$ cat src/hdl/assert_macros.svh
// Assertion helpers shared by the RTL
`ifndef ASSERT_MACROS_SVH
`define ASSERT_MACROS_SVH

// checked only outside reset
`define ASSERT_CLK(lbl, prop, msg) \
  lbl: assert property (@(posedge clk) disable iff (rst) prop) else $error(msg);

// checked on every edge, reset included
`define ASSERT_ALWAYS(lbl, prop, msg) \
  lbl: assert property (@(posedge clk) prop) else $error(msg);

`endif

$ cat src/hdl/olv_pkg.sv
package olv_pkg;

  localparam int CAPACITY = 32;
  localparam int IDX_W    = (CAPACITY > 1) ? $clog2(CAPACITY) : 1;
  localparam int CNT_W    = $clog2(CAPACITY + 1);
  localparam int VAL_W    = 32;
  localparam int POS_W    = 5;
  localparam int COUNT_W  = 6;

  localparam logic [1:0] OP_INSERT = 2'd0;
  localparam logic [1:0] OP_READ   = 2'd1;
  localparam logic [1:0] OP_SEARCH = 2'd2;
  localparam logic [1:0] OP_DELETE = 2'd3;

  localparam logic [2:0] ST_INSERTED  = 3'd0;
  localparam logic [2:0] ST_FULL      = 3'd1;
  localparam logic [2:0] ST_FOUND     = 3'd2;
  localparam logic [2:0] ST_NOT_FOUND = 3'd3;
  localparam logic [2:0] ST_EMPTY     = 3'd4;
  localparam logic [2:0] ST_DELETED   = 3'd5;
  localparam logic [2:0] ST_ELEMENT   = 3'd6;

  typedef logic [IDX_W-1:0] idx_t;
  typedef logic [CNT_W-1:0] cnt_t;

  typedef struct packed {
    logic [1:0]              opcode;
    logic signed [VAL_W-1:0] item_value;
  } request_t;

  typedef struct packed {
    logic [2:0]              status;
    logic signed [VAL_W-1:0] element;
    logic [POS_W-1:0]        position;
    logic [COUNT_W-1:0]      entry_count;
    logic                    last;
  } result_t;

  typedef enum logic [1:0] {
    CELL_HOLD,
    CELL_INSERT,
    CELL_ROTATE,
    CELL_CLOSE
  } cell_mode_t;

  // broadcast to every cell of the chain
  typedef struct packed {
    cell_mode_t       mode;
    idx_t             sel;
    logic [VAL_W-1:0] value;
  } cell_cmd_t;

endpackage

$ cat src/hdl/olv_cell.sv
module olv_cell (
  input  logic                     clk,
  input  olv_pkg::idx_t            idx,
  input  olv_pkg::cell_cmd_t       cmd,
  input  logic [olv_pkg::VAL_W-1:0] nxt,
  output logic [olv_pkg::VAL_W-1:0] value
);
  import olv_pkg::*;

  // rotate: every cell takes its upper neighbor, the top cell wraps to the head
  // close: cells at or above the removed entry take their upper neighbor
  always_ff @(posedge clk) begin
    case (cmd.mode)
      CELL_INSERT: begin
        if (idx == cmd.sel) value <= cmd.value;
      end
      CELL_ROTATE: value <= nxt;
      CELL_CLOSE: begin
        if (idx >= cmd.sel) value <= nxt;
      end
      default: value <= value;
    endcase
  end

endmodule

$ cat src/hdl/ordered_value_list_top.sv
// Insert, and any request on an empty list: result in the cycle after acceptance;
// busy stays low, so a new request can be taken every cycle.
// Search, read-out, delete: the cell chain makes one full rotation through all
// CAPACITY cells; results come out during it (read-out) or right after, and a delete
// that finds its value adds a CLOSE state. busy is high for the whole request.
// Synchronous reset empties the list; cell contents are not cleared.
module ordered_value_list_top (
  input  logic              clk,
  input  logic              rst,
  input  logic              start,
  input  olv_pkg::request_t request,
  output logic              busy,
  output logic              result_valid,
  output olv_pkg::result_t  result
);
  import olv_pkg::*;

  `include "assert_macros.svh"

  typedef enum logic [1:0] {
    IDLE,
    SCAN,
    CLOSE
  } state_t;

  state_t           state;
  logic [1:0]       op;
  logic [VAL_W-1:0] value;
  cnt_t             fill;
  idx_t             k;
  logic             hit;
  idx_t             pos;

  logic [VAL_W-1:0] cells [CAPACITY];
  cell_cmd_t        cmd;

  logic             in_range;
  logic             match_now;
  logic             hit_next;
  idx_t             pos_next;
  logic             accept;
  logic             quick;

  assign busy     = (state != IDLE);
  assign accept   = start && (state == IDLE);
  assign in_range = (CNT_W'(k) < fill);
  assign match_now = (state == SCAN) && in_range && !hit && (cells[0] == value);
  assign hit_next = hit || match_now;
  assign pos_next = match_now ? k : pos;
  assign quick    = accept && (request.opcode == OP_INSERT || fill == '0);

  always_comb begin
    cmd.mode  = CELL_HOLD;
    cmd.sel   = fill[IDX_W-1:0];
    cmd.value = request.item_value;
    case (state)
      IDLE: begin
        if (accept && request.opcode == OP_INSERT && fill != CNT_W'(CAPACITY))
          cmd.mode = CELL_INSERT;
      end
      SCAN:  cmd.mode = CELL_ROTATE;
      CLOSE: begin
        cmd.mode = CELL_CLOSE;
        cmd.sel  = pos;
      end
      default: cmd.mode = CELL_HOLD;
    endcase
  end

  for (genvar i = 0; i < CAPACITY; i++) begin : g_cell
    olv_cell u_cell (
      .clk   (clk),
      .idx   (IDX_W'(i)),
      .cmd   (cmd),
      .nxt   (cells[(i + 1) % CAPACITY]),
      .value (cells[i])
    );
  end

  always_ff @(posedge clk) begin
    if (rst) begin
      state        <= IDLE;
      fill         <= '0;
      k            <= '0;
      hit          <= 1'b0;
      result_valid <= 1'b0;
    end else begin
      result_valid <= 1'b0;
      case (state)
        IDLE: begin
          if (accept) begin
            op     <= request.opcode;
            value  <= request.item_value;
            k      <= '0;
            hit    <= 1'b0;
            pos    <= '0;
            result.element     <= request.item_value;
            result.position    <= '0;
            result.entry_count <= COUNT_W'(fill);
            result.last        <= 1'b1;
            if (request.opcode == OP_INSERT) begin
              result_valid <= 1'b1;
              if (fill == CNT_W'(CAPACITY)) begin
                result.status <= ST_FULL;
              end else begin
                result.status      <= ST_INSERTED;
                result.position    <= POS_W'(fill);
                result.entry_count <= COUNT_W'(fill + 1'b1);
                fill               <= fill + 1'b1;
              end
            end else if (fill == '0) begin
              result_valid  <= 1'b1;
              result.status <= ST_EMPTY;
              if (request.opcode == OP_READ) result.element <= '0;
            end else begin
              state <= SCAN;
            end
          end
        end
        SCAN: begin
          k   <= k + 1'b1;
          hit <= hit_next;
          pos <= pos_next;
          if (op == OP_READ && in_range) begin
            result_valid       <= 1'b1;
            result.status      <= ST_ELEMENT;
            result.element     <= cells[0];
            result.position    <= POS_W'(k);
            result.entry_count <= COUNT_W'(fill);
            result.last        <= (CNT_W'(k) + 1'b1 == fill);
          end
          if (k == IDX_W'(CAPACITY - 1)) begin
            state <= IDLE;
            if (op != OP_READ) begin
              result.element     <= value;
              result.entry_count <= COUNT_W'(fill);
              result.last        <= 1'b1;
              if (!hit_next) begin
                result_valid    <= 1'b1;
                result.status   <= ST_NOT_FOUND;
                result.position <= '0;
              end else if (op == OP_SEARCH) begin
                result_valid    <= 1'b1;
                result.status   <= ST_FOUND;
                result.position <= POS_W'(pos_next);
              end else begin
                state <= CLOSE;
              end
            end
          end
        end
        CLOSE: begin
          state              <= IDLE;
          fill               <= fill - 1'b1;
          result_valid       <= 1'b1;
          result.status      <= ST_DELETED;
          result.element     <= value;
          result.position    <= POS_W'(pos);
          result.entry_count <= COUNT_W'(fill - 1'b1);
          result.last        <= 1'b1;
        end
        default: state <= IDLE;
      endcase
    end
  end

  `ASSERT_ALWAYS(a_reset_idle, rst |=> !busy && !result_valid, "not idle after reset")
  `ASSERT_CLK(a_fill_bound, fill <= CNT_W'(CAPACITY), "fill count above capacity")
  `ASSERT_CLK(a_quick_result, quick |=> result_valid && result.last, "no quick result")
  `ASSERT_CLK(a_close_entry, state == CLOSE |-> $past(state) == SCAN && hit, "close, no match")
  `ASSERT_CLK(a_delete_count, result_valid && result.status == ST_DELETED |-> fill + 1'b1 == $past(fill), "delete did not shrink the list")

endmodule
$ cat config.mk
export PLATFORM = sky130hd
export DESIGN_NAME = ordered_value_list_top
export DESIGN_NICKNAME = d
export VERILOG_FILES = /design/src/hdl/olv_pkg.sv /design/src/hdl/olv_cell.sv /design/src/hdl/ordered_value_list_top.sv
export VERILOG_INCLUDE_DIRS = /design/src /design/src/hdl
export SDC_FILE = /design/constraint.sdc
export NUM_CORES = 2
export LEC_CHECK = 0
export ABC_AREA = 1
export BUFFER_PORTS_ARGS = -buffer_cell sky130_fd_sc_hd__buf_4
export CAP_MARGIN = 10
export CORE_MARGIN = 2
export CORE_UTILIZATION = 40
export CTS_CLUSTER_DIAMETER = 30
export DETAILED_ROUTE_END_ITERATION = 7
export SLEW_MARGIN = 30
export SYNTH_ARGS = -nofsm -noshare
export SYNTH_HDL_FRONTEND = slang
export SYNTH_SLANG_ARGS = --single-unit
$ cat constraint.sdc
create_clock -name clk -period 6.2 [get_ports clk]
set_clock_uncertainty 0.15 [all_clocks]
set_input_delay 0.62 -clock clk [delete_from_list [all_inputs] [get_ports clk]]
set_output_delay 0.62 -clock clk [all_outputs]
set_load 0.02 [all_outputs]
---- After elaboration in Yosys (flattened, before gate mapping) ----
Index checks and enable logic that the tools add are counted.
word-level totals
  logic and storage cells ................. 398
  bits in registers ....................... 1125
  bits of input ports ..................... 37
  output and inout bits ................... 49
cells by class
  reduce and logical (&&, ||, !) cells .... 57
  eq/ne operators ......................... 116
  bitwise operators ....................... 1
  order comparisons ....................... 33
  add/sub/neg operators ................... 4
  muxes and demuxes ....................... 142
operator list
  cell                                                               count
  case mux 32 bit (3 select lines)                                   32
  2-to-1 mux 32 bit                                                  66
  2-to-1 mux 47 bit                                                  4
  case mux 47 bit (3 select lines)                                   1
  inequality test 2 x 1 -> 1 bit (second input constant)             67
  AND reduction 3 bit                                                35
  == test 5 bit (first input constant)                               16
  greater-or-equal comparator 5 bit (first input constant)           16
  == test 4 x 5 -> 1 bit (first input constant)                      8
  greater-or-equal comparator 4 x 5 -> 1 bit (first input constant)  8
  2-to-1 mux 35 bit                                                  1
  == test 32 bit                                                     1
  2-to-1 mux 5 bit                                                   5
  2-to-1 mux 11 bit                                                  2
  == test 3 x 5 -> 1 bit (first input constant)                      4
  greater-or-equal comparator 3 x 5 -> 1 bit (first input constant)  4
  case mux 5 bit (2 select lines)                                    2
  2-to-1 mux 6 bit                                                   3
  2-to-1 mux 2 bit                                                   7
  case mux 6 bit (2 select lines)                                    1
  AND reduction 4 bit                                                3
  2-to-1 mux 1 bit                                                   11
  == test 2 x 5 -> 1 bit (first input constant)                      2
  greater-or-equal comparator 1 x 5 -> 1 bit (first input constant)  2
  30 further kinds                                                   52

---- Depth between registers and ports, before layout ----
  word-level depth ........................ 10
  mapped depth ............................ 18
  depth with buffers taken out ............ 17

---- By module ----
A second synthesis with hierarchy kept.
second synthesis, totals
  cells, all modules ...................... 3904
  area total of the unflattened synthesis .. 59545.9 um2
modules (own cells, without submodules)
  module                  cells an instance  times used  sequential area each (um2)  area an instance (um2)
  olv_cell                97                 32          960.9                       1656.6
  ordered_value_list_top  800                1           2882.8                      6535.0

---- Worst setup path before layout ----
No wires, ideal clock.
  path type ............................... register to register
  start ................................... register state[0]
  end ..................................... register g_cell[17].u_cell.value[0] in the netlist's numbering (enable)
  slack ................................... 0.665 ns
  period minus slack after synthesis ...... 5.535 ns
  library setup time ...................... 0.511 ns
  stages on the path, launching flop included .. 11
  buffers on the path ..................... 1
  arrival ................................. 4.875 ns
  required time ........................... 5.539 ns
  cell sequence ........................... dfxtp_1 -> inv_1 -> ha_1 -> buf_6 -> nand2_1 -> inv_2 -> a21oi_2 -> inv_2 -> nor2_1 -> inv_2 -> o41ai_1
on the way
  longest elaborated chain between the ends .. 9
  elaborated cells between the ends (all ways) .. 18
  classes of those cells .................. order compare: 1; eq/ne: 8; mux: 3; reduce/logical: 6
ends and longest elaborated chain
  item                                                                            line                                                        source
  start: declaration                                                              ordered_value_list_top.sv:26                                state_t state;
  start signal: assignment                                                        ordered_value_list_top.sv:82                                state <= IDLE;
  start signal: assignment                                                        ordered_value_list_top.sv:116                               state <= SCAN;
  start signal: assignment                                                        ordered_value_list_top.sv:133                               state <= IDLE;
  zero test 2 bit                                                                 ordered_value_list_top.sv:45, ordered_value_list_top.sv:56
  logical AND 1 bit                                                               ordered_value_list_top.sv:45                                assign accept = start && (state == IDLE);
  logical AND 1 bit (2 in a row)                                                  ordered_value_list_top.sv:58                                if (accept && request.opcode == OP_INSERT && fill != CNT_W'(CAPACITY))
  2-to-1 mux 1 bit                                                                ordered_value_list_top.sv:58
  case mux 2 bit (3 select lines)                                                 ordered_value_list_top.sv:56                                case (state)
  == test 2 bit or == test 2 x 1 -> 1 bit (tied branches)                         olv_cell.sv:13                                              case (cmd.mode)
  inequality test 2 x 1 -> 1 bit (no line) or nonzero test 3 bit (tied branches)  n/a
  AND reduction 3 bit (no line) *                                                 n/a
  end signal: assignment                                                          olv_cell.sv:15                                              if (idx == cmd.sel) value <= cmd.value;
  end signal: assignment                                                          olv_cell.sv:17                                              CELL_ROTATE: value <= nxt;
  end signal: assignment                                                          olv_cell.sv:19                                              if (idx >= cmd.sel) value <= nxt;
  end: declaration                                                                olv_cell.sv:6                                               output logic [olv_pkg::VAL_W-1:0] value
Every way passes the cells marked *; elsewhere a longest branch is shown, timed or not.
A chain may end at the register's enable or synchronous reset.

---- Worst setup path after layout ----
  start ................................... register state[0]
  end ..................................... register g_cell[31].u_cell.value[13] in the netlist's numbering (enable)
on the way
  longest elaborated chain between the ends .. 9
  elaborated cells between the ends (all ways) .. 18
  classes of those cells .................. order compare: 1; eq/ne: 8; mux: 3; reduce/logical: 6
ends and longest elaborated chain
  item                                                                            line
  zero test 2 bit                                                                 ordered_value_list_top.sv:45, ordered_value_list_top.sv:56
  logical AND 1 bit                                                               ordered_value_list_top.sv:45
  logical AND 1 bit (2 in a row)                                                  ordered_value_list_top.sv:58
  2-to-1 mux 1 bit                                                                ordered_value_list_top.sv:58
  case mux 2 bit (3 select lines)                                                 ordered_value_list_top.sv:56
  == test 2 bit or == test 2 x 1 -> 1 bit (tied branches)                         olv_cell.sv:13
  inequality test 2 x 1 -> 1 bit (no line) or nonzero test 3 bit (tied branches)  n/a
  AND reduction 3 bit (no line) *                                                 n/a
  end signal: assignment                                                          olv_cell.sv:15
  end signal: assignment                                                          olv_cell.sv:17
  end signal: assignment                                                          olv_cell.sv:19
  end: declaration                                                                olv_cell.sv:6
Marks and branches as above.

==> impl_results.rst <==
.. list-table::
   :header-rows: 1

   * - Metric
     - Value
   * - Status
     - finished clean
   * - Aggregate negative setup slack
     - 0 ns
   * - Total Nets Final
     - between 4000 and 5000
   * - Post-synthesis cell count
     - about 4200
   * - Vias post-DR
     - ~31000
   * - Number of setup violations in the final report
     - 0
   * - Slew at the pin with the worst max-slew slack
     - 1.00 ns
   * - Post-synthesis net count
     - 4224
   * - Hold Path End
     - op[1]
   * - Dominant combinational cell family by area after synthesis
     - simple AND/OR/NAND/NOR gates
   * - Relative slew margins
     - 33.2%
   * - CTS clock-pin slew for the worst setup and hold paths
     - roughly 0.050 ns
   * - Final number of max-transition violations
     - 0
   * - Distinct cells, synth
     - 56
   * - Sort of element at the end of the critical path
     - register
   * - Fraction of synthesis flops using an asynchronous set or reset pin
     - 0%
   * - Vias per inst
     - 5.04
   * - TritonCTS clock tree
     - built
   * - Count of buffers from port buffering
     - between 80 and 90
   * - Worst-path cell chain
     - inv_1, ha_1, nand2_1, inv_2, a21oi_2, nor2_1, nand2_1, o21ai_4, buf_4
   * - Required time at the endpoint of the critical path
     - 6.54 ns
   * - Ranking of synthesized cells by instance count
     - nand2_1 (2228), edfxtp_1 (1110), clkbuf_1 (211), inv_1 (114), nor2_1 (96)
   * - Global-route congestion overflow total
     - 0
   * - Area of the core
     - 0.115 mm^2
   * - Number of synthesized flops with an enable pin
     - 1110
   * - Worst Setup Slack, final
     - 2.00 ns
   * - Setup crit start kind
     - register
   * - Worst-path fanout max
     - 23
   * - Worst-case register-to-register setup slack
     - 2.00 ns
   * - Number of cells upsized or downsized after cts
     - 0
   * - Library cell with the largest summed area after synthesis
     - edfxtp_1
   * - WL final
     - 118 mm
   * - Starting utilization of the core area
     - slightly above 40%
   * - Routability-driven placement congestion ratio
     - 0.870
   * - Most used standard cell by instance count after synthesis
     - nand2_1
   * - Drt pass-1 iters
     - 5
   * - Top routing layer used
     - met4
   * - Length of routed met2 wiring
     - a little over 50 mm
   * - Top cell by count, worst path
     - nand2_1
   * - Count of routing violations after the opening detailed-route iteration
     - 3270
   * - Worst Hold Depth
     - 3
   * - Reg-to-Reg End
     - g_cell[31].u_cell.value[13]
   * - Number of filler instances in the final layout
     - 9961
   * - Post-Synth Adder-Cell Area
     - 0.406%
   * - Ratio of cells with drive above 1 in the final layout
     - roughly 14%
   * - Launch point of the worst hold path
     - start
   * - Unrepaired setup endpoints after global routing
     - no
   * - Std-Cell Rows
     - 124
   * - Number of hold-repair buffers added at the cts stage
     - 35
   * - Share of synthesized area occupied by flip-flops and latches
     - 72.8%
   * - Class of the most critical setup path
     - reg -> reg
   * - Min-delay worst type
     - in -> reg
   * - Number of buffers inserted during clock tree synthesis
     - approximately 230
   * - Overall track demand over capacity in global routing
     - 19.9%
   * - DRC violation count after routing
     - 0
   * - Total routed wire length on the met1 layer
     - 55.7 mm
   * - Post-synthesis simple-gate area fraction
     - 19.9%
   * - Antenna-violating nets left
     - 0
   * - Critical Path AT
     - 4.54 ns
   * - Peak Freq
     - 238 MHz
   * - Post-Syn Area
     - 0.0462 mm^2
   * - Number of global-route vias before repair
     - 29500
   * - Post-synthesis xor/xnor area fraction
     - 0.208%
   * - Slowest cell on the critical path
     - nor2_1
   * - Predominant post-synthesis flop cell
     - edfxtp_1
   * - Post-Syn Area per Cell
     - 11.1 um^2
   * - Routed wire per std cell
     - 19.4 um
   * - Leading cell types by total area after synthesis
     - edfxtp_1 (72%), nand2_1 (18%), clkbuf_1 (1.7%), o221ai_1 (0.93%), inv_1 (0.93%)
   * - Worst IR drop on VDD
     - 330 uV
   * - Depth of the worst register-to-register path
     - 9
   * - Fraction of synthesized cell area taken by the top area cell type
     - 72.1%
   * - Synthesized flop and latch total
     - 1125
   * - Clock tree buffer depth
     - 3
   * - Initial antenna violation count
     - 0
   * - Stage delay of the slowest cell on the critical path
     - 0.77 ns
   * - Share of cell area taken by muxes after synthesis
     - 0%
   * - Final HPWL DP
     - 67.4 mm
   * - Crit path max-delay family
     - simple AND/OR/NAND/NOR gates
   * - Die height
     - 344 um
   * - Die outline width
     - about 340 um
   * - Max-cap viol count
     - 0
   * - Wire length of the first global-routing pass
     - 180 mm
   * - Worst Path Buf+Inv
     - 3
   * - Minimum period implied by the final worst setup slack
     - about 4.2 ns
   * - Share of the synthesized area in compound gates (AO/OA/AOI/OAI)
     - 3.43%
   * - Worst slack, placed
     - 1.99 ns
   * - Max H-tree Level
     - 4
   * - Buffer cell driving the clock tree root
     - clkbuf_16
   * - Largest net degree at the start of global routing
     - 233
   * - Routed wire length on met3
     - 8.51 mm
   * - Total clock sinks
     - about 1100
   * - Part of the cycle the worst path needs
     - 67.8%
   * - Count of endpoints failing hold in the final timing report
     - 0
   * - Top-Level Pins
     - 86
   * - Synth warn
     - 0
   * - Die Footprint
     - 0.118 mm^2
   * - Synthesis-to-layout area growth
     - 23.6%
   * - PwrDens
     - 517 mW/mm^2
   * - Clock latency on the worst-skew pair
     - 0.80 ns
   * - Buffers inserted by post-CTS timing repair
     - 0
   * - Static leakage power
     - approximately 22 nW
   * - Reg2reg start
     - state[0]
   * - Minimum hold slack
     - 0.144 ns
==> flip-flops by register name (all words and copies together), names as in the netlist <==
| register | flops |
|---|---|
| value | 32 |
| op | 2 |
| hit | 1 |
| pos | 5 |
| g_cell.u_cell.value | 1024 |
| fill | 6 |
| result | 47 |
| state | 2 |
| k | 5 |
| result_valid | 1 |
==> power by group <==
group / internal [mW] / switching (mW) / leakage, nW
clock network: 8.13 / 4.28 / 3.81
registers: 11.1 / 0.564 / 10.4
logic: 1.29 / 4.15 / 8.03
total: 20.6 / 9.00 / 22.2
==> worst max path at each step <==
stage                         from                     endpoint  slack (ns)  cells past startpoint
final                     state[0]  g_cell[31].u_cell.value[13]        2.00                      9
after global routing      state[0]   g_cell[31].u_cell.value[2]        1.80                      9
after CTS                 state[0]   g_cell[31].u_cell.value[2]        1.98                      9
after detailed placement  state[0]  g_cell[31].u_cell.value[24]        1.99                      9
after global placement    state[1]   g_cell[20].u_cell.value[4]        2.04                      7
after floorplan           state[0]   g_cell[17].u_cell.value[0]        0.66                     10
==> metrics by stage <==
stage | total power [mW] | std cells | utilization (%) | cell area, um^2
6_report | 29.6 | 6062 | 49.9 | 57100
5_1_grt | 30.9 | 6060 | 49.9 | 57100
4_1_cts | 29.8 | 6058 | 49.8 | 57100
3_5_place_dp | 17.2 | 5598 | 42.6 | 48700
3_3_place_gp | 17.1 | 5595 | 42.5 | 48600
2_1_floorplan | 15.1 | 4172 | - | 46200
==> final cells by class <==
type	instances	area, um^2	share of cell area (%)
diodes	2	5.00	0.00876
clock inverters	186	2300	4.03
multi-input cells	2661	11400	19.9
inverters	137	517	0.904
well taps	1512	1890	3.31
flip-flops and latches	1125	33600	58.9
clock buffers	239	5680	9.95
repair buffers	200	1710	3.00
==> tightest hold or removal path, delay by kind of cell <==
family	cells	cell delay [ns]
buffers and inverters	1	0.10
and+or+nand+nor	2	0.22
==> cell usage in the layout, fill, tap and decap left out, types with 8 or more instances in the layout <==
cell type      synthesis  routed
o21ai_0               71      67
clkinv_1               1      33
a21oi_1               49      40
nand2_1             2228    2226
inv_6                  0      13
inv_2                 21      23
dlygate4sd3_1          0      35
nand3_1               34      34
bufinv_16              0      34
o21ai_1                9       8
clkinvlp_4             0      28
edfxtp_1            1110    1110
clkinv_4               0      25
inv_1                114     110
o2111ai_1              9       9
nor2_4                 4       8
ha_1                  15      14
buf_4                  3     155
dfxtp_1               15      15
clkbuf_1             211      14
o21ai_4                3       8
clkinv_16              0      12
a21oi_4                1      10
clkinv_2               0      39
o221ai_1              49      49
nor2_1                96      92
a31oi_1                9       9
clkbuf_16              0     225
==> logic make-up (layout without fill, tap and decap cells) <==
logic type / Yosys count / in the layout
AO/OA/AOI/OAI: 237 / 237
buffers and inverters: 386 / 762
other: 0 / 2
adder cells (fa/ha/maj): 15 / 15
flip-flops: 1125 / 1125
AND/OR/NAND/NOR: 2398 / 2398
XOR/XNOR: 11 / 11
==> routing by layer <==
| metal | vias to the layer above | track usage [%] |
|---|---|---|
| met3 | 156 | 4.39 |
| met1 | 15000 | 29.9 |
| met5 | - | 0 |
| li1 | 14400 | - |
| met2 | 1057 | 28.9 |
| met4 | 0 | 5.89 |
(Power assumes the default switching activity.)
